`src/rtl/core/sph_density_summation_macros.svh`:
```
// assertion macros for the sph density summation block
`ifndef SPH_DENSITY_SUMMATION_MACROS_SVH
`define SPH_DENSITY_SUMMATION_MACROS_SVH
`ifndef SYNTHESIS
`define SPH_ASSERT_IMPL(label, clk, rst_n, prop) \
	label: assert property (@(posedge clk) disable iff (!rst_n) prop) else $error("assertion failed");
`define SPH_ASSERT_NEXT(label, clk, rst_n, ante, cons) \
	label: assert property (@(posedge clk) disable iff (!rst_n) (ante) |=> (cons)) else $error("assertion failed");
`else
`define SPH_ASSERT_IMPL(label, clk, rst_n, prop)
`define SPH_ASSERT_NEXT(label, clk, rst_n, ante, cons)
`endif
`endif

```
`src/rtl/core/sphd_pkg.sv`:
```
// package: types, constants and codes of the sph density summation block
`timescale 1ns / 1ps
`default_nettype none
package sphd_pkg;
	localparam int COORD_FRAC_BITS_DEF = 24;
	localparam int QF = 30;
	localparam logic [31:0] INV_H_RESET = 32'd1310720;
	localparam logic [31:0] KCONST_RESET = 32'd250329170;
	localparam logic [31:0] K_TWO_THIRDS = 32'd715827883;
	localparam logic [31:0] K_ONE_SIXTH = 32'd178956971;
	localparam logic [47:0] DENS_MAX = 48'hFFFF_FFFF_FFFF;
	localparam logic REG_INV_H = 1'b0;
	localparam logic REG_KCONST = 1'b1;

	typedef struct packed {
		logic signed [31:0] target_x;
		logic signed [31:0] target_y;
		logic signed [31:0] target_z;
		logic signed [31:0] nb_x;
		logic signed [31:0] nb_y;
		logic signed [31:0] nb_z;
		logic [31:0] nb_weight;
		logic first;
		logic last;
	} in_beat_t;

	typedef struct packed {
		logic [47:0] density;
		logic saturated;
	} out_beat_t;

	typedef enum logic [4:0] {
		ST_IDLE, ST_DX, ST_DY, ST_DZ, ST_SQRT, ST_QLO, ST_QHI, ST_QCHK,
		ST_A2, ST_A3, ST_AW, ST_B2, ST_B3, ST_B6, ST_TERM, ST_ACC,
		ST_DLO, ST_DHI, ST_DOUT, ST_WAIT
	} state_t;

	// operand select of the shared multiplier
	typedef struct packed {
		logic [32:0] a;
		logic [32:0] b;
	} mul_req_t;
endpackage
`default_nettype wire

```
`src/rtl/core/sphd_mul.sv`:
```
// shared 33x33 unsigned multiplier with registered product
`timescale 1ns / 1ps
`default_nettype none
module sphd_mul (
	input wire logic clk,
	input wire sphd_pkg::mul_req_t req,
	output logic [65:0] prod_q
);
	always_ff @(posedge clk) begin
		prod_q <= 66'(req.a) * 66'(req.b);
	end
endmodule
`default_nettype wire

```
`src/rtl/core/sphd_isqrt.sv`:
```
// iterative integer square root, one result bit per cycle
`timescale 1ns / 1ps
`default_nettype none
module sphd_isqrt (
	input wire logic clk,
	input wire logic arst_n,
	input wire logic start,
	input wire logic [65:0] radicand,
	output logic busy,
	output logic [32:0] root_q
);
	logic [65:0] rad_q;
	logic [35:0] rem_q;
	logic [5:0] cnt_q;
	logic [35:0] rem_sh;
	logic [35:0] trial;

	assign rem_sh = {rem_q[33:0], rad_q[65:64]};
	assign trial = {1'b0, root_q, 2'b01};
	assign busy = cnt_q != 6'd0;

	always_ff @(posedge clk or negedge arst_n) begin
		if (!arst_n) begin
			cnt_q <= '0;
		end else if (start) begin
			cnt_q <= 6'd33;
		end else if (busy) begin
			cnt_q <= cnt_q - 6'd1;
		end
	end

	always_ff @(posedge clk) begin
		if (start) begin
			rad_q <= radicand;
			rem_q <= '0;
			root_q <= '0;
		end else if (busy) begin
			rad_q <= {rad_q[63:0], 2'b00};
			if (rem_sh >= trial) begin
				rem_q <= rem_sh - trial;
				root_q <= {root_q[31:0], 1'b1};
			end else begin
				rem_q <= rem_sh;
				root_q <= {root_q[31:0], 1'b0};
			end
		end
	end
endmodule
`default_nettype wire

```
`src/rtl/core/sph_density_summation.sv`:
```
// sph density summation: top level with sequencer, accumulator and output register
//
// usage:
//   one input beat carries a target/neighbour pair, its weight and first/last
//   flags; a beat is taken when in_valid is high and in_stall is low
//   in_stall is high while a pair is in work or a result beat still waits
//   after a pair is taken the block works through: three squares through the
//   shared multiplier, the square root, two products for q and its range check,
//   none to three kernel products (zero kernel, q below 1, q from 1 to 2), then
//   the weight product and the accumulate
//   so a pair without last returns the block to idle after the accumulate
//   a last pair then adds two density products and raises out_valid; the result
//   beat is held until out_stall is low, and the block is idle again once it
//   leaves
//   configuration beats (index 0: inv_h, index 1: density scale) are always
//   accepted and must only come while the block is idle
//   reset clears the sum, the saturation flag and loads register defaults
//   first clears the sum before adding; without first the pair adds on
`timescale 1ns / 1ps
`default_nettype none
`include "sph_density_summation_macros.svh"
module sph_density_summation #(
	parameter int COORD_FRAC_BITS = sphd_pkg::COORD_FRAC_BITS_DEF
) (
	input wire logic clk,
	input wire logic arst_n,
	input wire logic in_valid,
	output logic in_stall,
	input wire sphd_pkg::in_beat_t in_data,
	output logic out_valid,
	input wire logic out_stall,
	output sphd_pkg::out_beat_t out_data,
	input wire logic cfg_valid,
	output logic cfg_ready,
	input wire logic cfg_index,
	input wire logic [31:0] cfg_data
);
	localparam int PSHIFT = COORD_FRAC_BITS + 16 - sphd_pkg::QF;

	sphd_pkg::state_t state_q, state_d;
	sphd_pkg::in_beat_t in_q;
	sphd_pkg::mul_req_t req;
	logic [65:0] prod;
	logic [31:0] inv_h_q, kconst_q;
	logic [63:0] sum_q;
	logic sat_q;
	logic [65:0] sq_q;
	logic [65:0] radicand;
	logic [32:0] root;
	logic sqrt_busy, sqrt_start;
	logic sqrt_started_q;
	logic [65:0] p_q;        // r * inv_h, exact
	logic [31:0] q_q;        // q, Q2.30
	logic [31:0] x2_q;       // q^2
	logic [31:0] w_q;        // kernel value Q.30
	logic zero_w_q;
	logic [32:0] dx, dy, dz;
	logic take;

	assign take = in_valid && !in_stall;
	assign cfg_ready = 1'b1;

	// absolute differences, exact in 33 bits
	function automatic logic [32:0] absdiff(input logic [31:0] a, input logic [31:0] b);
		logic signed [32:0] d;
		d = 33'(signed'(a)) - 33'(signed'(b));
		return d[32] ? 33'(-d) : 33'(d);
	endfunction
	assign dx = absdiff(in_q.target_x, in_q.nb_x);
	assign dy = absdiff(in_q.target_y, in_q.nb_y);
	assign dz = absdiff(in_q.target_z, in_q.nb_z);

	sphd_mul u_mul (.clk(clk), .req(req), .prod_q(prod));

	// dx^2 + dy^2 sits in sq_q, dz^2 arrives from the multiplier on the start cycle
	assign radicand = sq_q + prod;
	assign sqrt_start = state_q == sphd_pkg::ST_SQRT && !sqrt_started_q && !sqrt_busy;
	sphd_isqrt u_sqrt (
		.clk(clk), .arst_n(arst_n), .start(sqrt_start), .radicand(radicand),
		.busy(sqrt_busy), .root_q(root)
	);

	// q truncation from the exact product
	logic [31:0] q_next;
	always_comb begin
		if (PSHIFT >= 0) q_next = 32'(p_q >> PSHIFT);
		else q_next = 32'(p_q << (-PSHIFT));
	end

	// sequencer: next state and multiplier operands
	always_comb begin
		state_d = state_q;
		req = '0;
		unique case (state_q)
			sphd_pkg::ST_IDLE: if (take) state_d = sphd_pkg::ST_DX;
			sphd_pkg::ST_DX: begin req.a = dx; req.b = dx; state_d = sphd_pkg::ST_DY; end
			sphd_pkg::ST_DY: begin req.a = dy; req.b = dy; state_d = sphd_pkg::ST_DZ; end
			sphd_pkg::ST_DZ: begin req.a = dz; req.b = dz; state_d = sphd_pkg::ST_SQRT; end
			sphd_pkg::ST_SQRT:
				if (sqrt_started_q && !sqrt_busy) state_d = sphd_pkg::ST_QLO;
			sphd_pkg::ST_QLO: begin
				req.a = {1'b0, root[31:0]}; req.b = {1'b0, inv_h_q};
				state_d = sphd_pkg::ST_QHI;
			end
			sphd_pkg::ST_QHI: begin
				req.a = {32'd0, root[32]}; req.b = {1'b0, inv_h_q};
				state_d = sphd_pkg::ST_QCHK;
			end
			sphd_pkg::ST_QCHK: state_d = sphd_pkg::ST_A2;
			sphd_pkg::ST_A2: begin
				// q_q loads at the end of this cycle, so branch on q_next
				if (zero_w_q) state_d = sphd_pkg::ST_TERM;
				else if (!q_next[30] && !q_next[31]) begin
					req.a = {1'b0, q_next}; req.b = {1'b0, q_next}; state_d = sphd_pkg::ST_A3;
				end else begin
					req.a = {1'b0, 32'h8000_0000 - q_next}; req.b = req.a;
					state_d = sphd_pkg::ST_B2;
				end
			end
			sphd_pkg::ST_A3: begin
				req.a = {1'b0, prod[61:30]}; req.b = {1'b0, q_q}; state_d = sphd_pkg::ST_AW;
			end
			sphd_pkg::ST_AW: state_d = sphd_pkg::ST_TERM;
			sphd_pkg::ST_B2: begin
				req.a = {1'b0, prod[61:30]}; req.b = {1'b0, 32'h8000_0000 - q_q};
				state_d = sphd_pkg::ST_B3;
			end
			sphd_pkg::ST_B3: begin
				req.a = {1'b0, prod[61:30]}; req.b = {1'b0, sphd_pkg::K_ONE_SIXTH};
				state_d = sphd_pkg::ST_B6;
			end
			sphd_pkg::ST_B6: state_d = sphd_pkg::ST_TERM;
			sphd_pkg::ST_TERM: begin
				req.a = {1'b0, in_q.nb_weight}; req.b = {1'b0, w_q};
				state_d = sphd_pkg::ST_ACC;
			end
			sphd_pkg::ST_ACC: state_d = in_q.last ? sphd_pkg::ST_DLO : sphd_pkg::ST_IDLE;
			sphd_pkg::ST_DLO: begin
				req.a = {1'b0, sum_q[31:0]}; req.b = {1'b0, kconst_q};
				state_d = sphd_pkg::ST_DHI;
			end
			sphd_pkg::ST_DHI: begin
				req.a = {1'b0, sum_q[63:32]}; req.b = {1'b0, kconst_q};
				state_d = sphd_pkg::ST_DOUT;
			end
			sphd_pkg::ST_DOUT: state_d = sphd_pkg::ST_WAIT;
			sphd_pkg::ST_WAIT: if (!out_stall) state_d = sphd_pkg::ST_IDLE;
			default: state_d = sphd_pkg::ST_IDLE;
		endcase
	end

	assign in_stall = state_q != sphd_pkg::ST_IDLE;
	assign out_valid = state_q == sphd_pkg::ST_WAIT;

	always_ff @(posedge clk or negedge arst_n) begin
		if (!arst_n) begin
			state_q <= sphd_pkg::ST_IDLE;
			inv_h_q <= sphd_pkg::INV_H_RESET;
			kconst_q <= sphd_pkg::KCONST_RESET;
			sum_q <= '0;
			sat_q <= 1'b0;
			sqrt_started_q <= 1'b0;
		end else begin
			state_q <= state_d;
			if (cfg_valid && cfg_ready) begin
				unique case (cfg_index)
					sphd_pkg::REG_INV_H: inv_h_q <= cfg_data;
					sphd_pkg::REG_KCONST: kconst_q <= cfg_data;
					default: ;
				endcase
			end
			sqrt_started_q <= state_q == sphd_pkg::ST_SQRT && (sqrt_started_q || sqrt_start);
			// accumulate the term, clearing first on a run start
			if (state_q == sphd_pkg::ST_ACC) begin
				logic [63:0] base;
				logic [64:0] ns;
				base = in_q.first ? 64'd0 : sum_q;
				ns = {1'b0, base} + {25'd0, prod[63:24]};
				if (ns[64]) begin
					sum_q <= '1;
					sat_q <= 1'b1;
				end else begin
					sum_q <= ns[63:0];
					sat_q <= in_q.first ? 1'b0 : sat_q;
				end
			end
		end
	end

	// datapath registers
	always_ff @(posedge clk) begin
		if (take) begin
			in_q <= in_data;
			zero_w_q <= 1'b0;
		end
		unique case (state_q)
			sphd_pkg::ST_DY: sq_q <= prod;
			sphd_pkg::ST_DZ: sq_q <= sq_q + prod;
			sphd_pkg::ST_QHI: p_q <= prod;
			sphd_pkg::ST_QCHK: begin
				// high part must fit in 32 bits and the sum below the limit of two
				if (prod[65:32] != 34'd0) zero_w_q <= 1'b1;
				else begin
					logic [66:0] p;
					p = {1'b0, p_q} + {1'b0, prod[31:0], 32'd0};
					if (p >= (67'd2 << (COORD_FRAC_BITS + 16))) zero_w_q <= 1'b1;
					p_q <= p[65:0];
				end
			end
			sphd_pkg::ST_A2: begin
				q_q <= q_next;
				if (zero_w_q) w_q <= '0;
			end
			sphd_pkg::ST_A3: x2_q <= prod[61:30];
			sphd_pkg::ST_AW: begin
				logic signed [34:0] w;
				w = 35'(sphd_pkg::K_TWO_THIRDS) - 35'(x2_q) + 35'(prod[62:31]);
				w_q <= w[34] ? 32'd0 : w[31:0];
			end
			sphd_pkg::ST_B6: w_q <= prod[61:30];
			sphd_pkg::ST_DHI: p_q <= prod;
			default: ;
		endcase
		if (state_q == sphd_pkg::ST_DOUT) begin
			logic [64:0] d;
			d = {prod[54:0], 10'd0} + 65'(p_q[63:22]);
			if (prod[63:38] != 26'd0 || d[64:48] != 17'd0) begin
				out_data.density <= sphd_pkg::DENS_MAX;
				out_data.saturated <= 1'b1;
			end else begin
				out_data.density <= d[47:0];
				out_data.saturated <= sat_q;
			end
		end
	end

	`SPH_ASSERT_NEXT(a_take_leaves_idle, clk, arst_n, take, state_q == sphd_pkg::ST_DX)
	`SPH_ASSERT_NEXT(a_out_holds, clk, arst_n, out_valid && out_stall, out_valid)
	`SPH_ASSERT_IMPL(a_no_take_busy, clk, arst_n, sqrt_busy |-> !take)
	`SPH_ASSERT_IMPL(a_out_only_last, clk, arst_n, out_valid |-> in_q.last)
endmodule
`default_nettype wire

```
`config.mk`:
```
export PLATFORM = sky130hd
export DESIGN_NAME = sph_density_summation
export DESIGN_NICKNAME = d
export VERILOG_FILES = /design/src/rtl/core/sphd_pkg.sv /design/src/rtl/core/sphd_mul.sv /design/src/rtl/core/sphd_isqrt.sv /design/src/rtl/core/sph_density_summation.sv
export VERILOG_INCLUDE_DIRS = /design/src /design/src/rtl/core
export SDC_FILE = /design/constraint.sdc
export NUM_CORES = 2
export LEC_CHECK = 0
export BUFFER_PORTS_ARGS = -buffer_cell sky130_fd_sc_hd__buf_2
export CAP_MARGIN = 5
export CORE_ASPECT_RATIO = 1.1
export CORE_MARGIN = 4
export CORE_UTILIZATION = 50
export DETAILED_ROUTE_END_ITERATION = 7
export PLACE_DENSITY = 0.68
export SETUP_SLACK_MARGIN = 0.5
export SYNTH_ARGS = -nofsm -noshare
export SYNTH_HDL_FRONTEND = slang
export SYNTH_SLANG_ARGS = --single-unit
```
`constraint.sdc`:
```
create_clock -name clk -period 11.71 [get_ports clk]
set_input_delay 0.5855 -clock clk [delete_from_list [all_inputs] [get_ports clk]]
set_output_delay 0.5855 -clock clk [all_outputs]
set_load 0.02 [all_outputs]
```
# After elaboration in Yosys (flattened, before gate mapping)

Cells that the tools add are included.

Register bits: 844
Input bits: 264
Output and inout port bits: 52
Logic and storage cells: 137

Add/sub/neg operators: 16
Multipliers: 1
$lt $le $gt $ge: 2
Eq/ne operators: 24
Muxes and demuxes: 33
Bitwise logic cells: 1
Reduce and logical (&&, ||, !) cells: 32

Operators with widths:

| kind                                                                                   | count |
|---|---|
| 66-bit one-hot mux with 12 select lines                                                | 1 |
| 66-bit one-hot mux with 2 select lines                                                 | 2 |
| 66-bit two-way mux                                                                     | 3 |
| 65-bit two-way mux                                                                     | 2 |
| 64-bit two-way mux                                                                     | 2 |
| 33-bit two-way mux                                                                     | 3 |
| 33-bit negator                                                                         | 3 |
| 32-bit by 32-bit subtractor with 33-bit output                                         | 3 |
| 32-bit one-hot mux with 3 select lines                                                 | 1 |
| 5-bit one-hot mux with 19 select lines                                                 | 1 |
| 66-bit by 64-bit adder with 67-bit output                                              | 1 |
| 67-bit by 42-bit greater-or-equal comparator with 1-bit output (second input constant) | 1 |
| 66-bit adder                                                                           | 1 |
| 33-bit by 33-bit multiplier with 66-bit output                                         | 1 |
| 64-bit by 40-bit adder with 65-bit output                                              | 1 |
| 65-bit by 42-bit adder with 65-bit output                                              | 1 |
| 32-bit two-way mux                                                                     | 2 |
| 32-bit subtractor (first input constant)                                               | 2 |
| 5-bit by 4-bit equality test with 1-bit output (second input constant)                 | 8 |
| 36-bit by 35-bit greater-or-equal comparator with 1-bit output                         | 1 |
| 33-bit by 33-bit adder with 34-bit output                                              | 1 |
| 34-bit two-way mux                                                                     | 1 |
| 34-bit nonzero test                                                                    | 1 |
| 34-bit subtractor                                                                      | 1 |
| other kinds (27)                                                                       | 65 |

# Longest topological paths before layout

Word-level depth: 7
Mapped depth: 49

# Cells and area by module

A second synthesis with hierarchy kept.

Cells, all modules: 9603
Area, all modules: 88894.0 um^2

By module, submodules not included:

| module                | instances | cells each | area an instance (um^2) | sequential area each (um^2) |
|---|---|---|---|---|
| sph_density_summation | 1         | 4741       | 44550.2                 | 18225.0 |
| sphd_mul              | 1         | 4065       | 36740.2                 | 1321.3 |
| sphd_isqrt            | 1         | 797        | 7603.5                  | 3473.3 |

# Worst setup path after synthesis

OpenSTA, ideal clock, no wires.

Kind: flip-flop to flip-flop
Start point: reg in_q[141] (netlist bit)
End point: reg u_mul.prod_q[63]
Data arrival time: 11271 ps
Required time: 11579 ps
Slack: 308 ps
Cell stages (with the launch flop): 45
Path buffers: 4
Clock period less this slack: 11402 ps
Cells stage by stage: edfxtp_1 ha_1 buf_2 nand2_1 or4_1 a211oi_2 o211ai_2 o31ai_2 a31o_2 a31o_2 buf_2 buf_2 nor2_1 xnor2_1 a22oi_1 nand2_1 a2111oi_1 nor2_1 [... 9 more ...] inv_1 fa_1 fa_1 ha_1 clkbuf_1 a211oi_1 nand2_1 o221a_2 o21a_1 a211oi_1 o211ai_1 a31o_2 a22o_1 or2_2 o21a_1 a21oi_1 o31ai_1 xor2_1

Cells in the longest elaborated chain, start to end: 5

RTL lines:

| what                                             | line                         | text |
|---|---|---|
| start: declaration                               | sph_density_summation.sv:41  | `sphd_pkg::in_beat_t in_q;` |
| start signal: assignment                         | sph_density_summation.sv:193 | `in_q <= in_data;` |
| 32-bit by 32-bit subtractor with 33-bit output * | sph_density_summation.sv:66  | `d = 33'(signed'(a)) - 33'(signed'(b));` |
| 33-bit negator                                   | sph_density_summation.sv:67  | `return d[32] ? 33'(-d) : 33'(d);` |
| 33-bit two-way mux *                             | sph_density_summation.sv:67  |  |
| 66-bit one-hot mux with 12 select lines *        | sph_density_summation.sv:94  | `unique case (state_q)` |
| 33-bit by 33-bit multiplier with 66-bit output * | sphd_mul.sv:10               | `prod_q <= 66'(req.a) * 66'(req.b);` |
| end signal: assignment                           | sphd_mul.sv:10               |  |
| end: declaration                                 | sphd_mul.sv:7                | `output logic [65:0] prod_q` |

Every way passes the cells marked *; elsewhere a longest branch is shown, timed or not.
A chain may end at the register's enable or synchronous reset.

# Worst setup path in the final report

Start point: reg in_q[34] (netlist bit)
End point: reg u_mul.prod_q[64]

The elaborated chain is that of the path after synthesis.

==> results.txt <==
- The run finished, with violations left.
* Failing checks: DRC, setup timing
- RSZ-0062 raised after global routing: yes
* Worst Hold Margin: 40.6 ps
- During synthesis, Yosys emitted a total of 0 warnings.
- Number of max-slew violations in the final report: 0
* Post-synth EDFFs: 559
- Count of antenna-violating nets left after detailed routing: 0
- The worst setup path is captured at a register.
- Vias in the first global route: 79073
* Worst Hold Endpoint: in_q[200]
* WL per Instance: 24.7 um
* Class of the tightest hold or removal check: in2reg
* Starting density of the core: 0.505
* Vias per std cell: 5.90
* Synthesis-to-layout area growth: 21.7%
- Arrival @ worst endpoint: 12410 ps
- The HPWL after detailed placement is 254000 um.
* Initial antenna violation count: 23
- Headroom to the max-slew limit came out at 0.0674.
- Synth Instances: 9608
- The largest single stage delay on the critical path is 600 ps.
- Of the total synthesized cell area, the portion taken by AND, OR, NAND and NOR gates is 0.158.
- Worst setup skew after layout: 74.0 ps
- For this design, the slowest cell found on the critical path is fa_2.
* Adder-Cell Fraction of Synth Area: 0.302
- At the placement stage, the worst setup path has a slack of -845 ps.
- At the pin with the least slew margin, the transition time is 1400 ps.
* Number of design-rule violations left by the first detailed-router iteration: 8002
* Total setup violations reported at the end of the flow: 7
* Area of the die: 182000 sq um
- Clock root buffer: clkbuf_16
- In this run the most critical hold path is launched from in_data[200].
- Worst R2R Start: in_q[34]
* Main flop type after synthesis: edfxtp_1
* Share of cell area taken by muxes after synthesis: 0.0167
- STA classifies the critical path startpoint as a register.
- TritonCTS built the clock tree.
- Initial DRT Pass Iterations: 8
- Of all nets on the critical path, the largest fanout is 3.
- Maximum number of pins on one net before global-route repair: 87
- Number of flip-flops and latches in the synthesized netlist: 834
- For the worst-skew pair, the clock arrives at the later sink with an insertion delay of 760 ps.
- Capture point of the worst reg-to-reg path: u_mul.prod_q[64]
- The H-tree generated during clock tree synthesis spans 3 levels.
* Register area share after synthesis: 0.263
- The final hold violation count is 0.
* Cells on Worst Hold Path: 1
* Drt total wl: 325000 um
- Placeable core area: 174000 sq um
- From bottom edge to top edge, the die measures 447 um.
- The critical path is of the reg2reg type.
- Clock edge transition at the registers on the reported setup and hold paths: 60 ps
- Per-instance average area after synthesis: 9.13 sq um
- Fin crit period: 11840 ps
- Max Cap Viol: 0
- Post-Route Setup TNS: -437 ps
- Distinct cell type count of the synthesized netlist: 102
- The cell that appears most often on the critical path is fa_1.
* Share of layout cells above drive strength 1: 0.185
* Smallest setup slack after layout: -127 ps
* FP Rows: 160
- IO buf count: 314
- Area of the mapped netlist: 87700 sq um
- Pin placement for this block handled 316 I/O pins.
- Compound-Gate Fraction of Synth Area: 0.137
- The worst register-to-register path has a depth of 52.
- In the final design database the tool counted 12624 nets.
* Commonest cells after routing, fill and taps aside: nand2_1 (1373), inv_1 (1332), fa_1 (935), buf_4 (863), edfxtp_1 (559)
* Sinks on the clock net: 834
- Of the total synthesized cell area, the portion taken by XOR and XNOR cells is 0.0460.
- Of all flip-flops after synthesis, the portion carrying an async set or reset was 0.169.
- Flop-to-flop setup slack: -130 ps
- Leaving out fill and tap cells, the most frequent cell in the layout is nand2_1.
* Post-route DRC: 8
* Via count of the routed design: 77708
- Largest family of logic cells by synthesized area: adder cells
- Wire length of the first global-routing pass: 486000 um
- Overflow after GRT: 0
* Post-route fraction of the period consumed by the critical path: 1.01
- For this run, the total global-route usage over all layers was measured as 0.353.
- Critical path data required time: 12280 ps
- Static timing analysis puts the maximum clock frequency at 84.5 MHz.
- The longest clock path from root to sink contains 3 buffers.
- At the end of routability-driven placement, the weighted congestion stood at 1.04.
- In this run, CTS created clock tree buffers numbering 96.
- Width of the die: 407 um
[cells by family (layout without fill, tap and decap cells)]
| group | after synthesis | count (layout) |
|---|---|---|
| mux | 137 | 137 |
| flops | 834 | 834 |
| simple gates | 3010 | 3010 |
| fa+ha+maj | 1537 | 1537 |
| compound gates | 1826 | 1826 |
| buf+inv | 1802 | 3072 |
| other cells | 2 | 38 |
| xor+xnor | 460 | 460 |
[synthesized netlist by cell type, types with 57 or more instances]
master,n,share of area
nand2_1,1402,0.060
nand3_1,140,0.0080
fa_1,965,0.22
o21ai_0,413,0.024
nor2b_1,117,0.0083
and2_1,248,0.018
nand4_1,71,0.0051
and3_1,61,0.0044
mux2_2,75,0.0096
nor2_1,575,0.025
nand2b_1,80,0.0057
a21oi_1,493,0.028
ha_1,572,0.082
a22oi_1,57,0.0049
xnor2_1,274,0.027
dfxtp_1,134,0.031
a21o_1,167,0.014
inv_1,1356,0.058
o21a_1,73,0.0063
nor3_1,111,0.0063
xor2_1,186,0.019
mux2i_1,62,0.0071
clkbuf_1,367,0.016
dfrtp_1,123,0.035
a31oi_1,58,0.0041
edfxtp_1,559,0.19
[through the flow]
stage	instance area, sq um	utilization	cells
finish	107000	0.615	13182
global placement	98200	0.566	12672
detailed placement	98200	0.566	12672
CTS	105000	0.606	13116
floorplan	87800	-	9637
global route	107000	0.615	13179
[worst max-delay path by stage]
stage | startpoint | slack, ps | to | depth (start not counted)
floorplan | in_q[66] | 510 | u_mul.prod_q[63] | 44
global placement | in_q[98] | -660 | u_mul.prod_q[64] | 47
detailed placement | in_q[34] | -840 | u_mul.prod_q[64] | 51
CTS | in_q[130] | -40 | u_mul.prod_q[64] | 49
global route | in_q[35] | -510 | u_mul.prod_q[56] | 54
finish | in_q[34] | -130 | u_mul.prod_q[64] | 52
[final cells by class]
| class | count | area, sq um |
|---|---|---|
| timing repair buffer | 1532 | 12400 |
| inverter | 1358 | 5100 |
| fill | 14474 | 66800 |
| antenna | 7 | 17.5 |
| multi-input combinational | 7001 | 60100 |
| clock buffer | 135 | 2740 |
| clock inverter | 47 | 498 |
| sequential | 834 | 23000 |
| tap | 2268 | 2840 |
[registers in the layout, summed over array words and instances (netlist names), 6 cells and up]
| signal | count |
|---|---|
| q_q | 32 |
| out_data | 49 |
| u_sqrt.rad_q | 66 |
| kconst_q | 32 |
| u_mul.prod_q | 66 |
| u_sqrt.root_q | 33 |
| u_sqrt.rem_q | 34 |
| x2_q | 32 |
| in_q | 226 |
| p_q | 56 |
| sum_q | 64 |
| sq_q | 66 |
| inv_h_q | 32 |
| w_q | 32 |
| u_sqrt.cnt_q | 6 |
[timing repair]
action / CTS / global route
pin swaps: 187 / 166
endpoints found under the hold margin: 251 / 0
endpoints found under the setup margin: 34 / 31
resized for setup: 268 / 240
buffers inserted: 51 / 58
hold buffers: 210 / 0
cloned: 1 / 1
[critical path, delay by kind of cell (launching register included)]
kind | cells | cell delay, ps
adders and majority gates | 11 | 4980
AOI/OAI and AO/OA | 14 | 2560
buffers and inverters | 15 | 1650
and+or+nand+nor | 9 | 1430
xor gates and xnor gates | 3 | 600
DFF | 1 | 430
[per-layer routing]
layer  global-route usage  part of all wire  vias to the layer above
li1                     -                 -                    34374
met1                0.450              0.38                    38461
met2                0.555              0.44                     3949
met3               0.0831              0.10                      916
met4                0.194             0.067                        8
met5                    0           0.00018                        -
Power is not shown: default switching activity piles up to over one toggle a cycle in this logic, so the estimate is an artifact.
